$ cat src/design/gclp_pkg.sv
package gclp_pkg;

   localparam int COORD_WIDTH_DEF     = 32;
   localparam int FRACTION_DIGITS_DEF = 4;

   // ASCII codes
   localparam logic [7:0] CHAR_NUL    = 8'h00;
   localparam logic [7:0] CHAR_TAB    = 8'h09;
   localparam logic [7:0] CHAR_CR     = 8'h0d;
   localparam logic [7:0] CHAR_SPACE  = 8'h20;
   localparam logic [7:0] CHAR_LPAREN = 8'h28;
   localparam logic [7:0] CHAR_RPAREN = 8'h29;
   localparam logic [7:0] CHAR_PLUS   = 8'h2b;
   localparam logic [7:0] CHAR_MINUS  = 8'h2d;
   localparam logic [7:0] CHAR_POINT  = 8'h2e;
   localparam logic [7:0] CHAR_ZERO   = 8'h30;
   localparam logic [7:0] CHAR_NINE   = 8'h39;
   localparam logic [7:0] CHAR_SEMI   = 8'h3b;
   localparam logic [7:0] CHAR_UP_A   = 8'h41;
   localparam logic [7:0] CHAR_UP_Z   = 8'h5a;
   localparam logic [7:0] CHAR_LO_A   = 8'h61;
   localparam logic [7:0] CHAR_LO_Z   = 8'h7a;
   localparam logic [7:0] CHAR_UP_G   = 8'h47;
   localparam logic [7:0] CHAR_UP_X   = 8'h58;
   localparam logic [7:0] CHAR_UP_Y   = 8'h59;
   localparam logic [7:0] CASE_OFFSET = 8'h20;

   // result status
   localparam logic [1:0] ST_MOVE  = 2'd0;
   localparam logic [1:0] ST_SKIP  = 2'd1;
   localparam logic [1:0] ST_ERROR = 2'd2;

   // error codes
   localparam logic [2:0] ERR_NONE          = 3'd0;
   localparam logic [2:0] ERR_EXPECTED_WORD = 3'd1;
   localparam logic [2:0] ERR_MISSING_VALUE = 3'd2;
   localparam logic [2:0] ERR_INVALID_VALUE = 3'd3;
   localparam logic [2:0] ERR_INVALID_G     = 3'd4;

   // supported G numbers
   localparam logic [6:0] G_RAPID  = 7'd0;
   localparam logic [6:0] G_LINEAR = 7'd1;
   localparam logic [6:0] G_INCH   = 7'd20;
   localparam logic [6:0] G_MM     = 7'd21;
   localparam logic [6:0] G_ABS    = 7'd90;
   localparam logic [6:0] G_REL    = 7'd91;
   localparam logic [10:0] G_SMALL_MAX = 11'd127;

   typedef enum logic [2:0] {
      PH_BETWEEN = 3'd0,
      PH_COMMENT = 3'd1,
      PH_REST    = 3'd2,
      PH_SPACE   = 3'd3,
      PH_NUMBER  = 3'd4,
      PH_ERROR   = 3'd5
   } phase_type;

   typedef enum logic [1:0] {
      KIND_OTHER = 2'd0,
      KIND_G     = 2'd1,
      KIND_X     = 2'd2,
      KIND_Y     = 2'd3
   } kind_type;

   typedef struct packed {
      logic       is_nul;
      logic       is_ws;
      logic       is_digit;
      logic       is_letter;
      logic       is_semi;
      logic       is_lparen;
      logic       is_rparen;
      logic       is_point;
      logic       is_plus;
      logic       is_minus;
      logic [3:0] digit;
      kind_type   kind;
   } char_class_type;

   typedef struct packed {
      logic unsup;
      logic y;
      logic x;
      logic move;
   } line_flags_type;

endpackage

$ cat src/design/gcode_line_move_parser.sv
// A character word is registered in the input register on acceptance and parsed from there;
//   the result of a terminating NUL is then registered in the output register.
// Throughput: one character per cycle; the parse step is one register-to-register pass.
//   A NUL waits only while the output register is full and stalled.
// Reset (synchronous): parser between words, position 0/0, absolute millimetre mode.
module gcode_line_move_parser import gclp_pkg::*; #(
   parameter int COORD_WIDTH     = COORD_WIDTH_DEF,
   parameter int FRACTION_DIGITS = FRACTION_DIGITS_DEF
) (
   input  logic                          clock,
   input  logic                          reset,
   input  logic                          req_valid,
   output logic                          req_stall,
   input  logic [7:0]                    req_char_code,
   output logic                          rsp_valid,
   input  logic                          rsp_stall,
   output logic [1:0]                    rsp_status,
   output logic [2:0]                    rsp_error_code,
   output logic signed [COORD_WIDTH-1:0] rsp_target_x,
   output logic signed [COORD_WIDTH-1:0] rsp_target_y
);

   // input register: one character word
   logic       in_valid_ff, in_valid_in;
   logic [7:0] in_char_ff, in_char_in;

   // output register: one result word
   logic                   out_valid_ff, out_valid_in;
   logic [1:0]             out_status_ff, out_status_in;
   logic [2:0]             out_err_ff, out_err_in;
   logic [COORD_WIDTH-1:0] out_x_ff, out_x_in;
   logic [COORD_WIDTH-1:0] out_y_ff, out_y_in;

   logic                   req_take;
   logic                   out_room;
   logic                   step_en;
   logic                   res_valid;
   logic [1:0]             res_status;
   logic [2:0]             res_error_code;
   logic [COORD_WIDTH-1:0] res_target_x;
   logic [COORD_WIDTH-1:0] res_target_y;

   // Ordinary characters never wait on the result side; only a NUL,
   // which produces a result word, needs room in the output register.
   assign out_room  = !out_valid_ff || !rsp_stall;
   assign step_en   = in_valid_ff && ((in_char_ff != CHAR_NUL) || out_room);
   assign req_stall = in_valid_ff && !step_en;
   assign req_take  = req_valid && !req_stall;

   gclp_parser #(
      .COORD_WIDTH     (COORD_WIDTH),
      .FRACTION_DIGITS (FRACTION_DIGITS)
   ) u_parser (
      .clock          (clock),
      .reset          (reset),
      .step_en        (step_en),
      .char_code      (in_char_ff),
      .res_valid      (res_valid),
      .res_status     (res_status),
      .res_error_code (res_error_code),
      .res_target_x   (res_target_x),
      .res_target_y   (res_target_y)
   );

   always_comb begin
      in_valid_in   = req_take || (in_valid_ff && !step_en);
      in_char_in    = req_take ? req_char_code : in_char_ff;
      out_valid_in  = res_valid || (out_valid_ff && rsp_stall);
      out_status_in = res_valid ? res_status : out_status_ff;
      out_err_in    = res_valid ? res_error_code : out_err_ff;
      out_x_in      = res_valid ? res_target_x : out_x_ff;
      out_y_in      = res_valid ? res_target_y : out_y_ff;
   end

   always_ff @(posedge clock) begin
      if (reset) begin
         in_valid_ff  <= 1'b0;
         out_valid_ff <= 1'b0;
      end else begin
         in_valid_ff  <= in_valid_in;
         out_valid_ff <= out_valid_in;
      end
   end

   always_ff @(posedge clock) begin
      in_char_ff    <= in_char_in;
      out_status_ff <= out_status_in;
      out_err_ff    <= out_err_in;
      out_x_ff      <= out_x_in;
      out_y_ff      <= out_y_in;
   end

   assign rsp_valid      = out_valid_ff;
   assign rsp_status     = out_status_ff;
   assign rsp_error_code = out_err_ff;
   assign rsp_target_x   = $signed(out_x_ff);
   assign rsp_target_y   = $signed(out_y_ff);

   // a new result never overwrites one still waiting
   a_no_overwrite: assert property (@(posedge clock) disable iff (reset)
      res_valid |-> out_room)
      else $error("result produced while output register blocked");

   // a held character is not dropped
   a_char_held: assert property (@(posedge clock) disable iff (reset)
      in_valid_ff && !step_en |=> in_valid_ff && $stable(in_char_ff))
      else $error("stalled character lost");

   a_code_only_on_error: assert property (@(posedge clock) disable iff (reset)
      rsp_valid && (rsp_status == ST_MOVE || rsp_status == ST_SKIP) |->
         rsp_error_code == ERR_NONE)
      else $error("error code on non-error line");

endmodule

$ cat src/design/gclp_char_class.sv
module gclp_char_class import gclp_pkg::*; (
   input  logic [7:0]     char_code,
   output char_class_type cls
);

   logic       is_upper;
   logic       is_lower;
   logic [7:0] upper;
   logic [7:0] digit_full;

   always_comb begin
      is_upper   = (char_code >= CHAR_UP_A) && (char_code <= CHAR_UP_Z);
      is_lower   = (char_code >= CHAR_LO_A) && (char_code <= CHAR_LO_Z);
      upper      = is_lower ? (char_code - CASE_OFFSET) : char_code;
      digit_full = char_code - CHAR_ZERO;

      cls           = '0;
      cls.is_nul    = (char_code == CHAR_NUL);
      cls.is_ws     = (char_code == CHAR_SPACE) ||
                      ((char_code >= CHAR_TAB) && (char_code <= CHAR_CR));
      cls.is_digit  = (char_code >= CHAR_ZERO) && (char_code <= CHAR_NINE);
      cls.is_letter = is_upper || is_lower;
      cls.is_semi   = (char_code == CHAR_SEMI);
      cls.is_lparen = (char_code == CHAR_LPAREN);
      cls.is_rparen = (char_code == CHAR_RPAREN);
      cls.is_point  = (char_code == CHAR_POINT);
      cls.is_plus   = (char_code == CHAR_PLUS);
      cls.is_minus  = (char_code == CHAR_MINUS);
      cls.digit     = digit_full[3:0];
      if (upper == CHAR_UP_G) begin
         cls.kind = KIND_G;
      end else if (upper == CHAR_UP_X) begin
         cls.kind = KIND_X;
      end else if (upper == CHAR_UP_Y) begin
         cls.kind = KIND_Y;
      end else begin
         cls.kind = KIND_OTHER;
      end
   end

endmodule

$ cat src/design/gclp_parser.sv
module gclp_parser import gclp_pkg::*; #(
   parameter int COORD_WIDTH     = COORD_WIDTH_DEF,
   parameter int FRACTION_DIGITS = FRACTION_DIGITS_DEF
) (
   input  logic                   clock,
   input  logic                   reset,
   input  logic                   step_en,
   input  logic [7:0]             char_code,
   output logic                   res_valid,
   output logic [1:0]             res_status,
   output logic [2:0]             res_error_code,
   output logic [COORD_WIDTH-1:0] res_target_x,
   output logic [COORD_WIDTH-1:0] res_target_y
);

   localparam int CNT_W  = $clog2(FRACTION_DIGITS + 1);
   localparam int NEXT_W = ((COORD_WIDTH + 3 > 24) ? COORD_WIDTH + 3 : 24) + 1;
   localparam logic [NEXT_W-1:0] MAG_LIMIT = NEXT_W'(1) << (COORD_WIDTH - 1);
   localparam logic [COORD_WIDTH-1:0] LIMIT_W = {1'b1, {(COORD_WIDTH - 1){1'b0}}};

   function automatic logic [NEXT_W-1:0] pow10(input int n);
      logic [NEXT_W-1:0] p;
      p = NEXT_W'(1);
      for (int i = 0; i < n; i++) begin
         p = p * NEXT_W'(10);
      end
      return p;
   endfunction

   char_class_type cls;

   gclp_char_class u_class (
      .char_code (char_code),
      .cls       (cls)
   );

   // place value of one digit, by position below the integer point
   logic [NEXT_W-1:0] place_tab [FRACTION_DIGITS + 1];
   for (genvar gi = 0; gi <= FRACTION_DIGITS; gi++) begin : g_place
      assign place_tab[gi] = pow10(gi);
   end

   // parse state
   phase_type              phase_ff, phase_in;
   kind_type               kind_ff, kind_in;
   logic                   neg_ff, neg_in;
   logic [COORD_WIDTH-1:0] scaled_ff, scaled_in;
   logic                   ovf_ff, ovf_in;
   logic [CNT_W-1:0]       fd_ff, fd_in;
   logic                   point_ff, point_in;
   logic                   digit_ff, digit_in;
   logic [6:0]             gint_ff, gint_in;
   logic                   gbig_ff, gbig_in;
   logic                   fracnz_ff, fracnz_in;
   line_flags_type         flags_ff, flags_in;
   logic [2:0]             err_ff, err_in;
   logic [COORD_WIDTH-1:0] pend_x_ff, pend_x_in;
   logic [COORD_WIDTH-1:0] pend_y_ff, pend_y_in;
   logic [COORD_WIDTH-1:0] pos_x_ff, pos_x_in;
   logic [COORD_WIDTH-1:0] pos_y_ff, pos_y_in;
   logic                   abs_ff, abs_in;
   logic                   mm_ff, mm_in;

   // number update
   logic                   num_start;
   logic                   b_neg, b_ovf, b_point, b_digit, b_gbig, b_fracnz;
   logic [COORD_WIDTH-1:0] b_scaled;
   logic [CNT_W-1:0]       b_fd;
   logic [6:0]             b_gint;
   logic                   frac_room;
   logic [CNT_W-1:0]       place_idx;
   logic [NEXT_W-1:0]      acc_ext;
   logic [NEXT_W-1:0]      term;
   logic [NEXT_W-1:0]      push_sum;
   logic [10:0]            gprod;
   logic                   n_neg, n_ovf, n_point, n_digit, n_gbig, n_fracnz;
   logic [COORD_WIDTH-1:0] n_scaled;
   logic [CNT_W-1:0]       n_fd;
   logic [6:0]             n_gint;

   always_comb begin
      num_start = (phase_ff == PH_SPACE);
      b_neg     = num_start ? 1'b0 : neg_ff;
      b_scaled  = num_start ? '0 : scaled_ff;
      b_ovf     = num_start ? 1'b0 : ovf_ff;
      b_fd      = num_start ? '0 : fd_ff;
      b_point   = num_start ? 1'b0 : point_ff;
      b_digit   = num_start ? 1'b0 : digit_ff;
      b_gint    = num_start ? '0 : gint_ff;
      b_gbig    = num_start ? 1'b0 : gbig_ff;
      b_fracnz  = num_start ? 1'b0 : fracnz_ff;

      frac_room = (b_fd < CNT_W'(FRACTION_DIGITS));
      place_idx = (b_point && frac_room) ? (CNT_W'(FRACTION_DIGITS - 1) - b_fd)
                                         : CNT_W'(FRACTION_DIGITS);
      acc_ext   = NEXT_W'(b_scaled);
      term      = place_tab[place_idx] * NEXT_W'(cls.digit);
      // integer digit: value*10 + d*unit; kept fraction digit: value + d*place
      push_sum  = (b_point ? acc_ext : ((acc_ext << 3) + (acc_ext << 1))) + term;
      gprod     = (11'(b_gint) << 3) + (11'(b_gint) << 1) + 11'(cls.digit);

      n_neg    = b_neg;
      n_scaled = b_scaled;
      n_ovf    = b_ovf;
      n_fd     = b_fd;
      n_point  = b_point;
      n_digit  = b_digit;
      n_gint   = b_gint;
      n_gbig   = b_gbig;
      n_fracnz = b_fracnz;

      if (cls.is_plus || cls.is_minus) begin
         n_neg = cls.is_minus;
      end
      if (cls.is_digit) begin
         n_digit = 1'b1;
         if ((!b_point || frac_room) && !b_ovf) begin
            if (push_sum > MAG_LIMIT) begin
               n_ovf = 1'b1;
            end else begin
               n_scaled = push_sum[COORD_WIDTH-1:0];
            end
         end
         if (!b_point) begin
            if (b_gbig || (gprod > G_SMALL_MAX)) begin
               n_gbig = 1'b1;
            end else begin
               n_gint = gprod[6:0];
            end
         end else if (frac_room) begin
            n_fd = b_fd + CNT_W'(1);
            if (cls.digit != 4'd0) begin
               n_fracnz = 1'b1;
            end
         end
      end
      if (cls.is_point) begin
         n_point = 1'b1;
      end
   end

   // end of the current number, evaluated on the stored state
   logic                   fin_ovf;
   logic                   fin_ok;
   logic [2:0]             fin_err;
   line_flags_type         fin_flags;
   logic                   fin_mm_wr, fin_mm_val, fin_abs_wr, fin_abs_val;
   logic [COORD_WIDTH-1:0] fin_value;

   always_comb begin
      fin_ovf     = ovf_ff || (!neg_ff && (scaled_ff == LIMIT_W));
      fin_ok      = 1'b0;
      fin_err     = ERR_NONE;
      fin_flags   = '0;
      fin_mm_wr   = 1'b0;
      fin_mm_val  = 1'b0;
      fin_abs_wr  = 1'b0;
      fin_abs_val = 1'b0;
      fin_value   = neg_ff ? (COORD_WIDTH'(0) - scaled_ff) : scaled_ff;

      if (!digit_ff) begin
         fin_err = (kind_ff != KIND_OTHER) ? ERR_MISSING_VALUE : ERR_EXPECTED_WORD;
      end else if (kind_ff == KIND_OTHER) begin
         fin_ok = 1'b1;
      end else if (fin_ovf) begin
         fin_err = ERR_INVALID_VALUE;
      end else if (kind_ff == KIND_G) begin
         if (fracnz_ff) begin
            fin_err = ERR_INVALID_G;
         end else begin
            fin_ok = 1'b1;
            if (gbig_ff || (neg_ff && (gint_ff != G_RAPID))) begin
               fin_flags.unsup = 1'b1;
            end else begin
               unique case (gint_ff) inside
                  G_RAPID, G_LINEAR: fin_flags.move = 1'b1;
                  G_INCH: begin
                     fin_mm_wr  = 1'b1;
                     fin_mm_val = 1'b0;
                  end
                  G_MM: begin
                     fin_mm_wr  = 1'b1;
                     fin_mm_val = 1'b1;
                  end
                  G_ABS: begin
                     fin_abs_wr  = 1'b1;
                     fin_abs_val = 1'b1;
                  end
                  G_REL: begin
                     fin_abs_wr  = 1'b1;
                     fin_abs_val = 1'b0;
                  end
                  default: fin_flags.unsup = 1'b1;
               endcase
            end
         end
      end else begin
         fin_ok      = 1'b1;
         fin_flags.x = (kind_ff == KIND_X);
         fin_flags.y = (kind_ff == KIND_Y);
      end
   end

   // character at a word boundary
   phase_type btw_phase;
   logic      btw_fail;

   always_comb begin
      btw_fail = 1'b0;
      if (cls.is_ws) begin
         btw_phase = PH_BETWEEN;
      end else if (cls.is_semi) begin
         btw_phase = PH_REST;
      end else if (cls.is_lparen) begin
         btw_phase = PH_COMMENT;
      end else if (!cls.is_letter) begin
         btw_phase = PH_ERROR;
         btw_fail  = 1'b1;
      end else begin
         btw_phase = PH_SPACE;
      end
   end

   logic do_finish;
   logic do_between;
   logic line_move;

   always_comb begin
      phase_in       = phase_ff;
      kind_in        = kind_ff;
      neg_in         = neg_ff;
      scaled_in      = scaled_ff;
      ovf_in         = ovf_ff;
      fd_in          = fd_ff;
      point_in       = point_ff;
      digit_in       = digit_ff;
      gint_in        = gint_ff;
      gbig_in        = gbig_ff;
      fracnz_in      = fracnz_ff;
      flags_in       = flags_ff;
      err_in         = err_ff;
      pend_x_in      = pend_x_ff;
      pend_y_in      = pend_y_ff;
      pos_x_in       = pos_x_ff;
      pos_y_in       = pos_y_ff;
      abs_in         = abs_ff;
      mm_in          = mm_ff;
      do_finish      = 1'b0;
      do_between     = 1'b0;
      line_move      = 1'b0;
      res_valid      = 1'b0;
      res_status     = ST_SKIP;
      res_error_code = ERR_NONE;

      if (step_en) begin
         if (cls.is_nul) begin
            if (phase_ff == PH_NUMBER) begin
               do_finish = 1'b1;
            end else if ((phase_ff == PH_SPACE) && (kind_ff != KIND_OTHER)) begin
               phase_in = PH_ERROR;
               err_in   = ERR_MISSING_VALUE;
            end
         end else begin
            case (phase_ff)
               PH_BETWEEN: do_between = 1'b1;
               PH_COMMENT: begin
                  if (cls.is_rparen) begin
                     phase_in = PH_BETWEEN;
                  end
               end
               PH_SPACE: begin
                  if (cls.is_ws) begin
                     phase_in = PH_SPACE;
                  end else if (cls.is_digit || cls.is_point || cls.is_plus ||
                               cls.is_minus) begin
                     phase_in = PH_NUMBER;
                     neg_in    = n_neg;
                     scaled_in = n_scaled;
                     ovf_in    = n_ovf;
                     fd_in     = n_fd;
                     point_in  = n_point;
                     digit_in  = n_digit;
                     gint_in   = n_gint;
                     gbig_in   = n_gbig;
                     fracnz_in = n_fracnz;
                  end else if (kind_ff != KIND_OTHER) begin
                     phase_in = PH_ERROR;
                     err_in   = ERR_MISSING_VALUE;
                  end else begin
                     do_between = 1'b1;
                  end
               end
               PH_NUMBER: begin
                  if (cls.is_digit || (cls.is_point && !point_ff)) begin
                     scaled_in = n_scaled;
                     ovf_in    = n_ovf;
                     fd_in     = n_fd;
                     point_in  = n_point;
                     digit_in  = n_digit;
                     gint_in   = n_gint;
                     gbig_in   = n_gbig;
                     fracnz_in = n_fracnz;
                  end else begin
                     do_finish  = 1'b1;
                     do_between = fin_ok;
                  end
               end
               default: ;
            endcase
         end

         if (do_finish) begin
            if (!fin_ok) begin
               phase_in = PH_ERROR;
               err_in   = fin_err;
            end else begin
               phase_in = PH_BETWEEN;
               flags_in = flags_ff | fin_flags;
               if (fin_flags.x) begin
                  pend_x_in = fin_value;
               end
               if (fin_flags.y) begin
                  pend_y_in = fin_value;
               end
               if (fin_mm_wr) begin
                  mm_in = fin_mm_val;
               end
               if (fin_abs_wr) begin
                  abs_in = fin_abs_val;
               end
            end
         end

         if (do_between) begin
            phase_in = btw_phase;
            if (btw_fail) begin
               err_in = ERR_EXPECTED_WORD;
            end
            if (cls.is_letter) begin
               kind_in = cls.kind;
            end
         end

         // line end: decide, commit position, clear line state
         if (cls.is_nul) begin
            res_valid = 1'b1;
            line_move = !flags_in.unsup && flags_in.move && (flags_in.x || flags_in.y) &&
                        abs_in && mm_in;
            if (phase_in == PH_ERROR) begin
               res_status     = ST_ERROR;
               res_error_code = err_in;
            end else if (line_move) begin
               res_status = ST_MOVE;
               if (flags_in.x) begin
                  pos_x_in = pend_x_in;
               end
               if (flags_in.y) begin
                  pos_y_in = pend_y_in;
               end
            end
            phase_in  = PH_BETWEEN;
            kind_in   = KIND_OTHER;
            flags_in  = '0;
            err_in    = ERR_NONE;
            neg_in    = 1'b0;
            scaled_in = '0;
            ovf_in    = 1'b0;
            fd_in     = '0;
            point_in  = 1'b0;
            digit_in  = 1'b0;
            gint_in   = '0;
            gbig_in   = 1'b0;
            fracnz_in = 1'b0;
         end
      end

      res_target_x = pos_x_in;
      res_target_y = pos_y_in;
   end

   always_ff @(posedge clock) begin
      if (reset) begin
         phase_ff  <= PH_BETWEEN;
         kind_ff   <= KIND_OTHER;
         neg_ff    <= 1'b0;
         scaled_ff <= '0;
         ovf_ff    <= 1'b0;
         fd_ff     <= '0;
         point_ff  <= 1'b0;
         digit_ff  <= 1'b0;
         gint_ff   <= '0;
         gbig_ff   <= 1'b0;
         fracnz_ff <= 1'b0;
         flags_ff  <= '0;
         err_ff    <= ERR_NONE;
         pos_x_ff  <= '0;
         pos_y_ff  <= '0;
         abs_ff    <= 1'b1;
         mm_ff     <= 1'b1;
      end else begin
         phase_ff  <= phase_in;
         kind_ff   <= kind_in;
         neg_ff    <= neg_in;
         scaled_ff <= scaled_in;
         ovf_ff    <= ovf_in;
         fd_ff     <= fd_in;
         point_ff  <= point_in;
         digit_ff  <= digit_in;
         gint_ff   <= gint_in;
         gbig_ff   <= gbig_in;
         fracnz_ff <= fracnz_in;
         flags_ff  <= flags_in;
         err_ff    <= err_in;
         pos_x_ff  <= pos_x_in;
         pos_y_ff  <= pos_y_in;
         abs_ff    <= abs_in;
         mm_ff     <= mm_in;
      end
   end

   // pending target only matters once a flag marks it written
   always_ff @(posedge clock) begin
      pend_x_ff <= pend_x_in;
      pend_y_ff <= pend_y_in;
   end

   a_error_has_code: assert property (@(posedge clock) disable iff (reset)
      phase_ff == PH_ERROR |-> err_ff != ERR_NONE)
      else $error("error phase without error code");

   a_number_bounded: assert property (@(posedge clock) disable iff (reset)
      !ovf_ff && phase_ff == PH_NUMBER |-> scaled_ff <= LIMIT_W)
      else $error("number magnitude above limit without overflow");

endmodule

$ cat config.mk
export PLATFORM = sky130hd
export DESIGN_NAME = gcode_line_move_parser
export DESIGN_NICKNAME = d
export VERILOG_FILES = /design/src/design/gclp_pkg.sv /design/src/design/gcode_line_move_parser.sv /design/src/design/gclp_char_class.sv /design/src/design/gclp_parser.sv
export SDC_FILE = /design/constraint.sdc
export NUM_CORES = 1
export LEC_CHECK = 0
export ABC_AREA = 0
export BUFFER_PORTS_ARGS = -buffer_cell sky130_fd_sc_hd__buf_2
export CAP_MARGIN = 20
export CORE_AREA = 2 2 218 220
export DETAILED_ROUTE_END_ITERATION = 10
export DIE_AREA = 0 0 220 222
export PLACE_DENSITY = 0.58
export REMOVE_ABC_BUFFERS = 1
export SLEW_MARGIN = 20
export SYNTH_ARGS = -nofsm -noshare
export SYNTH_HDL_FRONTEND = slang
export SYNTH_SLANG_ARGS = --single-unit
$ cat constraint.sdc
create_clock -name clock -period 24.3 [get_ports clock]
set_input_delay 3.645 -clock clock [delete_from_list [all_inputs] [get_ports clock]]
set_output_delay 3.645 -clock clock [all_outputs]
set_load 0.05 [all_outputs]
==> run metrics <==
most frequent cells in the layout 141 x edfxtp_1, 128 x dfxtp_1, 123 x nand2_1, 121 x nor2_1, 108 x mux2_2; # clock sinks 269; total I/O pin count 83; die area 0.04884 mm²; Post-CTS Setup Inserts 0; setup violators final 0; Antenna Nets Post-Route 0; Async SR Flop Fraction 0; initial antenna violation count 0; Yosys cell types 88; TritonCTS Buffers 27; unrepaired setup endpoints after global routing false; post-synthesis sequential area ratio 0.4086; DR vias/cell 5.454; Worst VDD drop 0.05373 mV; EDFF count, synth 141; Tcrit/Tclk final 0.3721; largest net degree at the start of global routing 71; DR WL/cell 18.62 µm; GR Util All Layers 0.1780; total power draw 978.0 µW; total grt overflow 0; worst-path maximum fanout 51; Starting Density 0.3596; register area 0.006797 mm²; # nets final 1839; synthesized area per cell 9.930 µm²; Std-Cell Rows 79; Final Skew 0.02683 ns; minimum clock period 9.042 ns; CTS tree built; DPL Wire Length 32.02 mm; layout overhead on the synthesized area 11.24%; GP Congestion 0.8987; Power Density 52.86 mW/mm²; Hold Fails Final Rpt 0; Slew @ Worst Pin 1.103 ns; # diodes 0; flops & latches, synth 269; worst hold path class flip-flop to flip-flop; Worst slew margin 0.2645; commonest non-fill, non-tap cell in the layout edfxtp_1; worst path arrival time 9.48 ns; WS Path Type flip-flop to flip-flop; status finished, final reports clean; vias in the first global route 12550; CP startpoint kind flip-flop; area taken by multi-input logic gates 0.009198 mm²; core area 0.04626 mm²; Fill cells 4528; clk_lat worst skew 0.56 ns; crit path from u_parser.phase_ff[2]$_SDFFE_PP0P_; Non-Filler Instances 2345; Setup crit end kind flip-flop; DRC 0; Chip Width 220 µm; initial detailed-routing violation count 786; R2R Setup Slk 15.26 ns; Worst-path clk slew 0.06 ns; clock buffer depth 3; Static Leak 7.607 nW; I/O Buffers 82; number of max-cap violations 0; mapped cell area 0.01663 mm²; worst endpoint required time 24.74 ns; cells after synthesis 1675; drt pass-1 iters 5; via count 12790; fmax 110.6 MHz; Die Ht 222 µm; Slew Viols, Final 0; global-route wire length before repair 69.69 mm; Root Driver clkbuf_16; total negative setup slack 0 ns; layout cells sized above 1 0.1611; WL final 43.67 mm; Critical R2R Launch u_parser.phase_ff[2]$_SDFFE_PP0P_; PostCTS Resize Cnt 0; H-tree Lvls 1; DP Cell Count 2296; synth warn 0; min-delay src u_parser.mm_ff$_SDFFE_PP1P_; top_reg_cell synth edfxtp_1; hold_buf cts 0
## sequential cells by signal, indices dropped and copies added (netlist names), 2 cells and up
name / flops
u_parser.pos_x_ff: 32
rsp_target_x: 32
u_parser.gint_ff: 7
u_parser.pend_x_ff: 32
u_parser.fd_ff: 3
u_parser.phase_ff: 3
u_parser.pend_y_ff: 32
rsp_error_code: 3
u_parser.scaled_ff: 32
u_parser.flags_ff: 4
in_char_ff: 8
u_parser.pos_y_ff: 32
u_parser.err_ff: 3
rsp_status: 2
rsp_target_y: 32
u_parser.kind_ff: 2
## routing by layer
layer  track usage  up-vias  share of wire
met1        0.2390     6211           0.45
met3       0.02442       82          0.040
met4       0.05716        0          0.033
met5             0        -              0
met2        0.2944      333           0.47
li1              -     6164              -
## report_power, final
part	internal (mW)	switching, mW	leakage (nW)
combinational	0.0225	0.0442	4.86
clock	0.250	0.179	0.449
sequential	0.477	0.00500	2.30
## cell type report
cell class,instances,share of cell area
clock buffer,34,0.04010
clock inverter,15,0.009805
inverter,82,0.01664
multi-input combinational,1242,0.4971
sequential,269,0.3673
tap,607,0.04105
timing repair buffer,96,0.02800
## metrics by stage
| step | utilization | setup slack [ns] | area [µm²] | hold slack (ns) |
|---|---|---|---|---|
| 2_1_floorplan | - | 15.89 | 16280 | 0.4351 |
| 3_3_place_gp | 0.3800 | 15.45 | 17580 | 0.4513 |
| 3_5_place_dp | 0.3800 | 15.25 | 17580 | 0.4627 |
| 4_1_cts | 0.4000 | 15.27 | 18500 | 0.4769 |
| 5_1_grt | 0.4000 | 14.51 | 18500 | 0.4950 |
| 6_report | 0.4000 | 15.26 | 18500 | 0.4725 |
## kinds of logic after synthesis
logic type,Yosys count,synth area share
XOR/XNOR,84,0.04423
AND/OR/NAND/NOR,554,0.1747
flip-flops,269,0.4086
multiplexers,137,0.09192
buffers and inverters,164,0.03994
AO/OA/AOI/OAI,358,0.1428
adder cells (fa/ha/maj),109,0.09779
## synth_stat cells (6+ instances only)
| master | n | area [µm²] |
|---|---|---|
| nand2b_1 | 10 | 62.56 |
| clkbuf_1 | 63 | 236.5 |
| a31oi_1 | 18 | 112.6 |
| ha_1 | 74 | 925.9 |
| mux2_1 | 18 | 202.7 |
| nor2_1 | 121 | 454.2 |
| nor2b_1 | 70 | 437.9 |
| nand3_1 | 30 | 150.1 |
| and2_1 | 45 | 281.5 |
| a21o_1 | 18 | 135.1 |
| and3_1 | 18 | 112.6 |
| buf_1 | 7 | 26.28 |
| o21a_1 | 12 | 90.09 |
| dfxtp_1 | 128 | 2562 |
| buf_4 | 6 | 45.04 |
| mux2_2 | 108 | 1216 |
| o2111ai_1 | 6 | 52.55 |
| nand4_1 | 24 | 150.1 |
| o21ai_0 | 75 | 375.4 |
| o31ai_1 | 15 | 112.6 |
| a22o_1 | 27 | 236.5 |
| xor2_1 | 23 | 201.4 |
| inv_1 | 82 | 307.8 |
| or2_2 | 10 | 62.56 |
| a211oi_1 | 8 | 60.06 |
| nor3b_1 | 6 | 45.04 |
| a21oi_1 | 101 | 505.5 |
| nor4_1 | 9 | 56.30 |
| mux2i_1 | 11 | 110.1 |
| edfxtp_1 | 141 | 4234 |
| nand2_1 | 123 | 461.7 |
| or3_1 | 15 | 93.84 |
| xnor2_1 | 61 | 534.3 |
| nand3b_1 | 8 | 60.06 |
| fa_1 | 35 | 700.7 |
| a22oi_1 | 11 | 82.58 |
| or4_1 | 7 | 52.55 |
| nor3_1 | 34 | 170.2 |
## worst paths after layout
path	to	cells after the start
min reg2reg	u_parser.mm_ff$_SDFFE_PP1P_	1
min	u_parser.mm_ff$_SDFFE_PP1P_	1
max	u_parser.scaled_ff[5]$_SDFFE_PP0P_	27
max reg2reg	u_parser.scaled_ff[5]$_SDFFE_PP0P_	27
## worst max-delay path, cell delays in order (launching register included)
cell and delay [ns]:
dfxtp_1 0.40, nand3b_1 0.13, buf_4 0.43, and2_1 0.20, buf_4 0.33, nand2b_1 0.26
a21oi_1 0.30, nand2_1 0.13, o21ai_0 0.40, fa_1 0.51, fa_1 0.51, inv_1 0.05
fa_1 0.53, inv_1 0.04, ha_1 0.37, nand2_1 0.11, nor3_1 0.26, a21boi_1 0.31
nor4_4 0.08, o221ai_1 0.39, nand4_2 0.24, a2111oi_0 0.79, xnor2_1 0.22, nand4_1 0.14
o41ai_2 0.48, nand3_2 0.24, a31o_1 0.64, a22o_1 0.38
Power figures use the tool's default switching activity.
